<file path="src/rtl/ering_pkg.sv">
`timescale 1ns / 1ps
// shared types, constants and the crc byte step for the eeprom ring log writer
// no dependencies

package ering_pkg;

    // page geometry, must be a power of two
    localparam int PAGE_BYTES = 128;
    localparam int PAGE_LOG   = $clog2(PAGE_BYTES);
    localparam int PAGE_W     = PAGE_LOG + 1;
    localparam int SPAN_W     = (PAGE_W > 8) ? PAGE_W : 8;

    // command queue between front and back
    localparam int QUEUE_DEPTH = 4;
    localparam int QUEUE_AW    = $clog2(QUEUE_DEPTH);

    // crc-16/ccitt over the metadata block
    localparam logic [15:0] CRC_INIT   = 16'hFFFF;
    localparam logic [15:0] CRC_POLY   = 16'h1021;
    localparam logic [3:0]  META_BYTES = 4'd12;
    localparam logic [7:0]  META_LEN   = 8'd16;
    localparam logic [3:0]  META_EVERY_MASK = 4'hF;

    // register reset values
    localparam logic [31:0] META_MAGIC_RST   = 32'd0;
    localparam logic [15:0] META_ADDRESS_RST = 16'd0;
    localparam logic [15:0] DATA_BASE_RST    = 16'd128;
    localparam logic [16:0] RING_END_RST     = 17'd32768;
    localparam logic [7:0]  RECORD_SIZE_RST  = 8'd16;

    localparam logic [16:0] ADDR_SPACE_END = 17'h10000;
    localparam logic [7:0]  RECORD_MAX     = 8'd128;
    localparam logic [7:0]  RECORD_MIN     = 8'd1;

    // register indexes on the configuration port
    localparam logic [2:0] CFG_META_MAGIC   = 3'd0;
    localparam logic [2:0] CFG_META_ADDRESS = 3'd1;
    localparam logic [2:0] CFG_DATA_BASE    = 3'd2;
    localparam logic [2:0] CFG_RING_END     = 3'd3;
    localparam logic [2:0] CFG_RECORD_SIZE  = 3'd4;

    // input opcodes
    localparam logic OP_RESTORE = 1'b0;
    localparam logic OP_RECORD  = 1'b1;

    typedef enum logic [1:0] {
        CMD_DATA   = 2'd0,
        CMD_META   = 2'd1,
        CMD_STATUS = 2'd2
    } cmd_kind_t;

    typedef enum logic [1:0] {
        DESC_RECORD,
        DESC_META,
        DESC_STATUS
    } desc_kind_t;

    typedef enum logic {
        FR_IDLE,
        FR_CHECK
    } front_state_t;

    typedef enum logic [2:0] {
        BK_IDLE,
        BK_CHUNK0,
        BK_CHUNK1,
        BK_META,
        BK_STATUS
    } back_state_t;

    // effective configuration seen by front and back
    typedef struct packed {
        logic [31:0] meta_magic;
        logic [15:0] meta_address;
        logic [15:0] data_base;
        logic [16:0] ring_end;
        logic [7:0]  record_size;
    } cfg_t;

    // one queued job for the back end
    typedef struct packed {
        desc_kind_t  kind;
        logic [15:0] addr;
        logic [7:0]  rec_len;
        logic [7:0]  first_len;
        logic        split;
        logic [7:0]  handle;
        logic        meta_due;
        logic [15:0] head;
        logic [31:0] count;
        logic [15:0] crc;
    } desc_t;

    typedef struct packed {
        cmd_kind_t   command_kind;
        logic [15:0] write_address;
        logic [7:0]  write_length;
        logic [6:0]  source_offset;
        logic [7:0]  handle_out;
        logic [15:0] meta_head;
        logic [31:0] meta_count;
        logic [15:0] meta_crc;
        logic        restored;
        logic        last;
    } res_t;

    typedef struct packed {
        logic        done;
        logic [15:0] crc;
    } crc_res_t;

    function automatic logic [15:0] crc_byte(input logic [15:0] crc_in,
                                             input logic [7:0] b);
        logic [15:0] c;
        c = crc_in ^ {b, 8'h00};
        for (int j = 0; j < 8; j++) begin
            if (c[15]) begin
                c = {c[14:0], 1'b0} ^ CRC_POLY;
            end else begin
                c = {c[14:0], 1'b0};
            end
        end
        return c;
    endfunction

endpackage

</file>
<file path="src/rtl/ering_crc.sv">
`timescale 1ns / 1ps
// byte-serial crc-16/ccitt engine over the 12-byte metadata word
// depends on ering_pkg

module ering_crc import ering_pkg::*; (
    input  logic        aclk,
    input  logic        aresetn,
    input  logic        start,
    input  logic [95:0] word,
    output crc_res_t    res
);

    logic [95:0] shift_reg;
    logic [15:0] crc_reg;
    logic [3:0]  left_reg;

    // least significant byte goes first
    always_ff @(posedge aclk) begin
        if (!aresetn) begin
            left_reg <= '0;
        end else if (start) begin
            left_reg <= META_BYTES;
        end else if (left_reg != '0) begin
            left_reg <= left_reg - 4'd1;
        end
    end

    always_ff @(posedge aclk) begin
        if (start) begin
            shift_reg <= word;
            crc_reg   <= CRC_INIT;
        end else if (left_reg != '0) begin
            shift_reg <= {8'h00, shift_reg[95:8]};
            crc_reg   <= crc_byte(crc_reg, shift_reg[7:0]);
        end
    end

    assign res.done = (left_reg == '0);
    assign res.crc  = crc_reg;

endmodule

</file>
<file path="src/rtl/ering_fifo.sv">
`timescale 1ns / 1ps
// short job queue between the front and back ends
// depends on ering_pkg

module ering_fifo import ering_pkg::*; (
    input  logic  aclk,
    input  logic  aresetn,
    input  logic  push,
    input  desc_t push_desc,
    input  logic  pop,
    output desc_t head_desc,
    output logic  full,
    output logic  empty
);

    desc_t                entry_reg [QUEUE_DEPTH];
    logic [QUEUE_AW-1:0]  wr_ptr_reg;
    logic [QUEUE_AW-1:0]  rd_ptr_reg;
    logic [QUEUE_AW:0]    fill_reg;

    assign full      = (fill_reg == (QUEUE_AW+1)'(QUEUE_DEPTH));
    assign empty     = (fill_reg == '0);
    assign head_desc = entry_reg[rd_ptr_reg];

    always_ff @(posedge aclk) begin
        if (!aresetn) begin
            wr_ptr_reg <= '0;
            rd_ptr_reg <= '0;
            fill_reg   <= '0;
        end else begin
            if (push) begin
                wr_ptr_reg <= wr_ptr_reg + QUEUE_AW'(1);
            end
            if (pop) begin
                rd_ptr_reg <= rd_ptr_reg + QUEUE_AW'(1);
            end
            if (push && !pop) begin
                fill_reg <= fill_reg + (QUEUE_AW+1)'(1);
            end else if (pop && !push) begin
                fill_reg <= fill_reg - (QUEUE_AW+1)'(1);
            end
        end
    end

    always_ff @(posedge aclk) begin
        if (push) begin
            entry_reg[wr_ptr_reg] <= push_desc;
        end
    end

endmodule

</file>
<file path="src/rtl/ering_front.sv">
`timescale 1ns / 1ps
// front end: accepts beats, keeps head and count, checks restores, queues jobs
// depends on ering_pkg and ering_crc

module ering_front import ering_pkg::*; (
    input  logic        aclk,
    input  logic        aresetn,
    input  cfg_t        cfg,
    input  logic        s_valid,
    output logic        s_ready,
    input  logic        s_opcode,
    input  logic [7:0]  s_record_handle,
    input  logic [31:0] s_stored_magic,
    input  logic [31:0] s_stored_head,
    input  logic [31:0] s_stored_count,
    input  logic [15:0] s_stored_crc,
    output logic        push,
    output desc_t       push_desc,
    input  logic        q_full
);

    front_state_t fr_state_reg, fr_state_next;
    logic [15:0]  head_reg, head_next;
    logic [31:0]  count_reg, count_next;
    logic [31:0]  sv_magic_reg, sv_head_reg, sv_count_reg;
    logic [15:0]  sv_crc_reg;

    logic         accept;
    logic         crc_start;
    crc_res_t     crc_res;

    logic [SPAN_W-1:0] first_span;
    logic              split;
    logic [16:0]       adv;
    logic [31:0]       count_inc;
    logic              pass;

    ering_crc u_crc (
        .aclk    (aclk),
        .aresetn (aresetn),
        .start   (crc_start),
        .word    ({s_stored_count, s_stored_head, s_stored_magic}),
        .res     (crc_res)
    );

    assign s_ready   = (fr_state_reg == FR_IDLE) && !q_full;
    assign accept    = s_valid && s_ready;
    assign crc_start = accept && (s_opcode == OP_RESTORE);

    // bytes left in the current page, split when the record does not fit
    assign first_span = SPAN_W'(PAGE_BYTES) - SPAN_W'(head_reg[PAGE_LOG-1:0]);
    assign split      = first_span < SPAN_W'(cfg.record_size);
    assign adv        = {1'b0, head_reg} + 17'(cfg.record_size);
    assign count_inc  = count_reg + 32'd1;

    assign pass = (sv_magic_reg == cfg.meta_magic) && (crc_res.crc == sv_crc_reg) &&
                  (sv_head_reg >= {16'h0000, cfg.data_base}) &&
                  (sv_head_reg < {15'h0000, cfg.ring_end});

    always_comb begin
        fr_state_next = fr_state_reg;
        head_next     = head_reg;
        count_next    = count_reg;
        push          = 1'b0;
        push_desc     = '0;
        push_desc.kind      = DESC_RECORD;
        push_desc.addr      = head_reg;
        push_desc.rec_len   = cfg.record_size;
        push_desc.first_len = first_span[7:0];
        push_desc.split     = split;
        push_desc.handle    = s_record_handle;
        push_desc.meta_due  = (count_inc[3:0] & META_EVERY_MASK) == 4'h0;
        unique case (fr_state_reg)
            FR_IDLE: begin
                if (accept) begin
                    if (s_opcode == OP_RECORD) begin
                        push       = 1'b1;
                        head_next  = (adv >= cfg.ring_end) ? cfg.data_base : adv[15:0];
                        count_next = count_inc;
                        push_desc.head  = head_next;
                        push_desc.count = count_inc;
                    end else begin
                        fr_state_next = FR_CHECK;
                    end
                end
            end
            FR_CHECK: begin
                if (crc_res.done && !q_full) begin
                    push          = 1'b1;
                    fr_state_next = FR_IDLE;
                    if (pass) begin
                        head_next      = sv_head_reg[15:0];
                        count_next     = sv_count_reg;
                        push_desc.kind = DESC_STATUS;
                        push_desc.crc  = sv_crc_reg;
                    end else begin
                        head_next      = cfg.data_base;
                        count_next     = '0;
                        push_desc.kind = DESC_META;
                    end
                    push_desc.head  = head_next;
                    push_desc.count = count_next;
                end
            end
            default: begin
                fr_state_next = FR_IDLE;
            end
        endcase
    end

    always_ff @(posedge aclk) begin
        if (!aresetn) begin
            fr_state_reg <= FR_IDLE;
            head_reg     <= DATA_BASE_RST;
            count_reg    <= '0;
        end else begin
            fr_state_reg <= fr_state_next;
            head_reg     <= head_next;
            count_reg    <= count_next;
        end
    end

    always_ff @(posedge aclk) begin
        if (crc_start) begin
            sv_magic_reg <= s_stored_magic;
            sv_head_reg  <= s_stored_head;
            sv_count_reg <= s_stored_count;
            sv_crc_reg   <= s_stored_crc;
        end
    end

endmodule

</file>
<file path="src/rtl/ering_back.sv">
`timescale 1ns / 1ps
// back end: turns queued jobs into write commands through an output register
// depends on ering_pkg and ering_crc

module ering_back import ering_pkg::*; (
    input  logic  aclk,
    input  logic  aresetn,
    input  cfg_t  cfg,
    input  logic  q_empty,
    input  desc_t q_desc,
    output logic  pop,
    output logic  m_valid,
    input  logic  m_ready,
    output res_t  m_res
);

    back_state_t bk_state_reg, bk_state_next;
    desc_t       job_reg;
    res_t        res_reg, res_next;
    logic        valid_reg;
    logic        out_free;
    logic        out_load;
    logic        crc_start;
    crc_res_t    crc_res;

    ering_crc u_crc (
        .aclk    (aclk),
        .aresetn (aresetn),
        .start   (crc_start),
        .word    ({q_desc.count, 16'h0000, q_desc.head, cfg.meta_magic}),
        .res     (crc_res)
    );

    assign out_free  = !valid_reg || m_ready;
    assign pop       = (bk_state_reg == BK_IDLE) && !q_empty;
    // crc runs while the data chunks go out
    assign crc_start = pop && ((q_desc.kind == DESC_META) ||
                               ((q_desc.kind == DESC_RECORD) && q_desc.meta_due));

    always_comb begin
        bk_state_next = bk_state_reg;
        out_load      = 1'b0;
        res_next      = '0;
        res_next.command_kind = CMD_DATA;
        unique case (bk_state_reg)
            BK_IDLE: begin
                if (pop) begin
                    unique case (q_desc.kind)
                        DESC_RECORD: bk_state_next = BK_CHUNK0;
                        DESC_META:   bk_state_next = BK_META;
                        DESC_STATUS: bk_state_next = BK_STATUS;
                        default:     bk_state_next = BK_IDLE;
                    endcase
                end
            end
            BK_CHUNK0: begin
                res_next.write_address = job_reg.addr;
                res_next.write_length  = job_reg.split ? job_reg.first_len : job_reg.rec_len;
                res_next.handle_out    = job_reg.handle;
                res_next.last          = !job_reg.split && !job_reg.meta_due;
                if (out_free) begin
                    out_load = 1'b1;
                    if (job_reg.split) begin
                        bk_state_next = BK_CHUNK1;
                    end else if (job_reg.meta_due) begin
                        bk_state_next = BK_META;
                    end else begin
                        bk_state_next = BK_IDLE;
                    end
                end
            end
            BK_CHUNK1: begin
                res_next.write_address = job_reg.addr + {8'h00, job_reg.first_len};
                res_next.write_length  = job_reg.rec_len - job_reg.first_len;
                res_next.source_offset = job_reg.first_len[6:0];
                res_next.handle_out    = job_reg.handle;
                res_next.last          = !job_reg.meta_due;
                if (out_free) begin
                    out_load      = 1'b1;
                    bk_state_next = job_reg.meta_due ? BK_META : BK_IDLE;
                end
            end
            BK_META: begin
                res_next.command_kind  = CMD_META;
                res_next.write_address = cfg.meta_address;
                res_next.write_length  = META_LEN;
                res_next.meta_head     = job_reg.head;
                res_next.meta_count    = job_reg.count;
                res_next.meta_crc      = crc_res.crc;
                res_next.last          = 1'b1;
                if (out_free && crc_res.done) begin
                    out_load      = 1'b1;
                    bk_state_next = BK_IDLE;
                end
            end
            BK_STATUS: begin
                res_next.command_kind = CMD_STATUS;
                res_next.meta_head    = job_reg.head;
                res_next.meta_count   = job_reg.count;
                res_next.meta_crc     = job_reg.crc;
                res_next.restored     = 1'b1;
                res_next.last         = 1'b1;
                if (out_free) begin
                    out_load      = 1'b1;
                    bk_state_next = BK_IDLE;
                end
            end
            default: begin
                bk_state_next = BK_IDLE;
            end
        endcase
    end

    always_ff @(posedge aclk) begin
        if (!aresetn) begin
            bk_state_reg <= BK_IDLE;
            valid_reg    <= 1'b0;
        end else begin
            bk_state_reg <= bk_state_next;
            if (out_load) begin
                valid_reg <= 1'b1;
            end else if (m_ready) begin
                valid_reg <= 1'b0;
            end
        end
    end

    always_ff @(posedge aclk) begin
        if (pop) begin
            job_reg <= q_desc;
        end
        if (out_load) begin
            res_reg <= res_next;
        end
    end

    assign m_valid = valid_reg;
    assign m_res   = res_reg;

endmodule

</file>
<file path="src/rtl/eeprom_ring_log_writer_unit.sv">
`timescale 1ns / 1ps
// Write-command generator for a record log kept as a ring in page-organised EEPROM.
// A record beat is taken while no restore check runs and the four-entry job queue has
// room; the back end picks up each job and then puts out one command per cycle while
// the receiver takes them, two for a record split at a page boundary. Every 16th record
// adds a metadata write whose CRC comes from a byte-serial engine started when the job
// is picked up; that write waits for the CRC. A restore beat holds the input until the
// CRC check of the stored metadata is done and its job is queued. Configuration writes are
// taken in any cycle (cfg_ready is always high) but must only be issued while the block
// is idle.
// depends on ering_pkg, ering_front, ering_fifo and ering_back

module eeprom_ring_log_writer_unit import ering_pkg::*; (
    input  logic        aclk,
    input  logic        aresetn,

    input  logic        cfg_valid,
    output logic        cfg_ready,
    input  logic [2:0]  cfg_index,
    input  logic [31:0] cfg_data,

    input  logic        s_valid,
    output logic        s_ready,
    input  logic        s_opcode,
    input  logic [7:0]  s_record_handle,
    input  logic [31:0] s_stored_magic,
    input  logic [31:0] s_stored_head,
    input  logic [31:0] s_stored_count,
    input  logic [15:0] s_stored_crc,

    output logic        m_valid,
    input  logic        m_ready,
    output logic [1:0]  m_command_kind,
    output logic [15:0] m_write_address,
    output logic [7:0]  m_write_length,
    output logic [6:0]  m_source_offset,
    output logic [7:0]  m_handle_out,
    output logic [15:0] m_meta_head,
    output logic [31:0] m_meta_count,
    output logic [15:0] m_meta_crc,
    output logic        m_restored,
    output logic        m_last
);

    logic [31:0] meta_magic_reg;
    logic [15:0] meta_address_reg;
    logic [15:0] data_base_reg;
    logic [16:0] ring_end_reg;
    logic [7:0]  record_size_reg;

    cfg_t  cfg;
    logic  push;
    desc_t push_desc;
    logic  pop;
    desc_t q_desc;
    logic  q_full;
    logic  q_empty;
    res_t  m_res;

    assign cfg_ready = 1'b1;

    always_ff @(posedge aclk) begin
        if (!aresetn) begin
            meta_magic_reg   <= META_MAGIC_RST;
            meta_address_reg <= META_ADDRESS_RST;
            data_base_reg    <= DATA_BASE_RST;
            ring_end_reg     <= RING_END_RST;
            record_size_reg  <= RECORD_SIZE_RST;
        end else if (cfg_valid && cfg_ready) begin
            case (cfg_index)
                CFG_META_MAGIC:   meta_magic_reg   <= cfg_data;
                CFG_META_ADDRESS: meta_address_reg <= cfg_data[15:0];
                CFG_DATA_BASE:    data_base_reg    <= cfg_data[15:0];
                CFG_RING_END:     ring_end_reg     <= cfg_data[16:0];
                CFG_RECORD_SIZE:  record_size_reg  <= cfg_data[7:0];
                default: ;
            endcase
        end
    end

    // clamp ring end to the address space and record size to one page, zero taken as one
    always_comb begin
        cfg.meta_magic   = meta_magic_reg;
        cfg.meta_address = meta_address_reg;
        cfg.data_base    = data_base_reg;
        cfg.ring_end     = (ring_end_reg > ADDR_SPACE_END) ? ADDR_SPACE_END : ring_end_reg;
        priority if (record_size_reg == 8'd0) begin
            cfg.record_size = RECORD_MIN;
        end else if (record_size_reg > RECORD_MAX) begin
            cfg.record_size = RECORD_MAX;
        end else begin
            cfg.record_size = record_size_reg;
        end
    end

    ering_front u_front (
        .aclk            (aclk),
        .aresetn         (aresetn),
        .cfg             (cfg),
        .s_valid         (s_valid),
        .s_ready         (s_ready),
        .s_opcode        (s_opcode),
        .s_record_handle (s_record_handle),
        .s_stored_magic  (s_stored_magic),
        .s_stored_head   (s_stored_head),
        .s_stored_count  (s_stored_count),
        .s_stored_crc    (s_stored_crc),
        .push            (push),
        .push_desc       (push_desc),
        .q_full          (q_full)
    );

    ering_fifo u_fifo (
        .aclk      (aclk),
        .aresetn   (aresetn),
        .push      (push),
        .push_desc (push_desc),
        .pop       (pop),
        .head_desc (q_desc),
        .full      (q_full),
        .empty     (q_empty)
    );

    ering_back u_back (
        .aclk    (aclk),
        .aresetn (aresetn),
        .cfg     (cfg),
        .q_empty (q_empty),
        .q_desc  (q_desc),
        .pop     (pop),
        .m_valid (m_valid),
        .m_ready (m_ready),
        .m_res   (m_res)
    );

    assign m_command_kind  = m_res.command_kind;
    assign m_write_address = m_res.write_address;
    assign m_write_length  = m_res.write_length;
    assign m_source_offset = m_res.source_offset;
    assign m_handle_out    = m_res.handle_out;
    assign m_meta_head     = m_res.meta_head;
    assign m_meta_count    = m_res.meta_count;
    assign m_meta_crc      = m_res.meta_crc;
    assign m_restored      = m_res.restored;
    assign m_last          = m_res.last;

endmodule

</file>
<file path="config.mk">
export PLATFORM = sky130hd
export DESIGN_NAME = eeprom_ring_log_writer_unit
export DESIGN_NICKNAME = d
export VERILOG_FILES = /design/src/rtl/ering_pkg.sv /design/src/rtl/ering_crc.sv /design/src/rtl/ering_fifo.sv /design/src/rtl/ering_front.sv /design/src/rtl/ering_back.sv /design/src/rtl/eeprom_ring_log_writer_unit.sv
export SDC_FILE = /design/constraint.sdc
export NUM_CORES = 2
export LEC_CHECK = 0
export BUFFER_PORTS_ARGS = -buffer_cell sky130_fd_sc_hd__buf_2
export CAP_MARGIN = 5
export CORE_ASPECT_RATIO = 2
export CORE_MARGIN = 2
export CORE_UTILIZATION = 46
export DETAILED_ROUTE_END_ITERATION = 8
export HOLD_SLACK_MARGIN = 0.05
export PLACE_DENSITY = 0.7
export SYNTH_ARGS = -nofsm -noshare
export SYNTH_HDL_FRONTEND = slang
export SYNTH_SLANG_ARGS = --single-unit
</file>
<file path="constraint.sdc">
create_clock -name aclk -period 9.13 [get_ports aclk]
set_input_delay 1.826 -clock aclk [delete_from_list [all_inputs] [get_ports aclk]]
set_output_delay 1.826 -clock aclk [all_outputs]
set_load 0.005 [all_outputs]
</file>
==> run summary <==
H-tree depth: 3
total negative setup slack: 0 ns
Worst Tran Pin Value: 1.19 ns
filler cell count: 8542
initial DRC count: 2193
latest clock arrival within the worst-skew pair: 0.69 ns
die area: 0.105 mm²
clk buf depth: 3
Final period util: 55.9%
most frequent cell after synthesis: edfxtp_1
sequential share of the synthesized area: 68.2%
Ys Warns: 0
post-cts gate resize count: 0
arrival time of the worst setup path: 5.67 ns
PwrDens: 317 mW/mm²
max reg flops: 428
Cell variety after synth: 73
biggest area consumer among synthesized cells: edfxtp_1
Clock transition at path regs: 0.07 ns
CTS sink count: 1134
Max Clock Freq: 196 MHz
Synth Flop Type: edfxtp_1
worst slew margin relative to its limit: 20.6%
Ports: 271
DRC viols: 0
maximum VDD drop: 0.214 mV
top cells by area, synth: edfxtp_1 (59%), dfxtp_1 (8.8%), nand2_1 (5.9%)
global-route wire length before repair: 172000 µm
startpoint types: register
pins over their slew limit: 0
asr flop ratio synth: 0%
GRT overflow: 0
wire per inst: 22.6 µm
routed vias: 28200
clk_skew: 0.0162 ns
drt first pass iters: 7
area delta synth->final: 12.4%
DIE WIDTH: 230 µm
CTS buffer count: 95
port bufs: 269
syn_nets: 3701
largest net degree at the start of global routing: 118
Max Cap Violations: 0
Final Hold Vio Count: 0
outcome: finished clean
Initial Utilization: 46.4%
Crit Path Category: register to register
Setup crit end kind: register
footprint of the multi-input gates: 0.0140 mm²
Post-DRT Antenna Nets: 0
Post-Synthesis Cells: 3447
# nets final: 3922
gr usage total: 21.8%
RSZ-0062 raised after global routing: no
Root Driver: clkbuf_16
Routability Congestion: 0.890
Avg Cell Area, Syn: 13.6 µm²
layout cells sized above 1: 16.1%
Detailed Route WL: 115000 µm
Seq. cell area: 0.0320 mm²
final worst slack: 4.03 ns
Post-CTS Hold Buffers: 0
drt via density: 5.55
hold crit path type: register to register
Setup Buffers After CTS: 0
antenna violations before repair: 6
final setup violation count: 0
post-synth top area share: 59.4%
post-place setup slack: 3.77 ns
CP required: 9.71 ns
Die Ht: 456 µm
CTS tree: built
P_leak: 19.2 nW
#FFs+latches synth: 1134
synthesized cell area: 0.0469 mm²
Post-DP HPWL: 80900 µm
Placeable Area: 0.101 mm²
vias in the first global route: 28200
most frequent cells after synthesis: edfxtp_1 (927), nand2_1 (741), dfxtp_1 (207), clkbuf_1 (140), nor2_1 (115)
crit path time final: 5.10 ns
Post-synth EDFFs: 927
std cell rows: 165
crit-path max FO: 33
## kinds of logic after synthesis
family / Yosys count / synth area share, %
AO/OA/AOI/OAI: 459 / 6.87
multiplexers: 138 / 5.81
AND/OR/NAND/NOR: 1217 / 11.6
XOR/XNOR: 156 / 2.91
adder cells (fa/ha/maj): 93 / 2.55
other: 1 / 0.00800
buffers and inverters: 249 / 2.09
flip-flops: 1134 / 68.2
## cell usage in the layout, fill, tap and decap left out, drive strengths merged, types with 21 or more instances in the layout
master / synthesis / final
edfxtp: 927 / 927
nand2: 747 / 747
buf: 36 / 300
dfxtp: 207 / 207
clkbuf: 140 / 118
nor2: 116 / 116
mux4: 107 / 107
nand3: 102 / 102
a21boi: 102 / 102
and2: 96 / 96
xnor2: 94 / 94
ha: 89 / 89
inv: 72 / 75
o21ai: 73 / 73
a21oi: 68 / 68
xor2: 62 / 62
o21a: 43 / 43
a22o: 35 / 35
clkinv: 1 / 34
and3: 33 / 33
mux2i: 28 / 28
nor2b: 24 / 24
o211ai: 21 / 21
## per-layer routing
layer	vias to the layer above	wire length (µm)	global-route usage (%)
met3	204	6250	2.76
met2	969	57700	37.7
met4	2	5040	9.57
met5	-	12	0
li1	13000	-	-
met1	14100	45700	27.5
## power breakdown
group,switching [mW],leakage (nW),internal (mW)
Clock,1.86,1.53,2.33
Sequential,0.698,10.7,7.42
Combinational,2.79,6.92,1.60
Total,5.35,19.2,11.3
## cell type report
type	instances	area share (%)
flip-flops and latches	1134	60.7
multi-input cells	2064	26.5
clock buffers	118	4.89
well taps	1336	3.17
repair buffers	300	3.00
clock inverters	59	1.19
inverters	73	0.534
diodes	1	0.00475
## metrics by stage
| step | power [mW] | cell area (µm²) | utilization [%] | cells | hold WS, ns |
|---|---|---|---|---|---|
| 3_3_place_gp | 12.5 | 49500 | 49.0 | 4907 | 0.442 |
| 4_1_cts | 16.8 | 52700 | 52.1 | 5084 | 0.460 |
| 3_5_place_dp | 12.7 | 49500 | 49.0 | 4907 | 0.450 |
| 5_1_grt | 17.5 | 52700 | 52.1 | 5085 | 0.472 |
| 6_report | 16.7 | 52700 | 52.1 | 5085 | 0.459 |
| 2_1_floorplan | 11.1 | 46900 | - | 3447 | 0.432 |
## path summary, 6_finish.rpt
kind | slack, ns | end | start | cells after the start
hold / removal | 0.46 | meta_address_reg[1]$_SDFFE_PN0P_ | meta_address_reg[1]$_SDFFE_PN0P_ | 2
setup / recovery | 4.03 | u_front.head_reg[5]$_SDFFE_PN0P_ | record_size_reg[1]$_SDFFE_PN0P_ | 19
setup reg to reg | 4.03 | u_front.head_reg[5]$_SDFFE_PN0P_ | record_size_reg[1]$_SDFFE_PN0P_ | 19
hold reg to reg | 0.46 | meta_address_reg[1]$_SDFFE_PN0P_ | meta_address_reg[1]$_SDFFE_PN0P_ | 2
## worst max-delay path, stage by stage, from the launching register on
cell       delay [ns]
dfxtp_1          0.33
nor4_1           0.26
a21oi_1          0.12
nor2_1           0.36
ha_1             0.27
fa_1             0.21
a21oi_1          0.11
o211ai_1         0.31
and2_1           0.27
nand4_1          0.14
xnor2_1          0.27
ha_1             0.29
and4_1           0.18
a41oi_1          0.22
o2111ai_1        0.17
o221ai_2         0.16
buf_4            0.34
nor2b_1          0.53
a211oi_1         0.11
o31a_1           0.33
No activity file was read; power rests on OpenSTA's default activity.
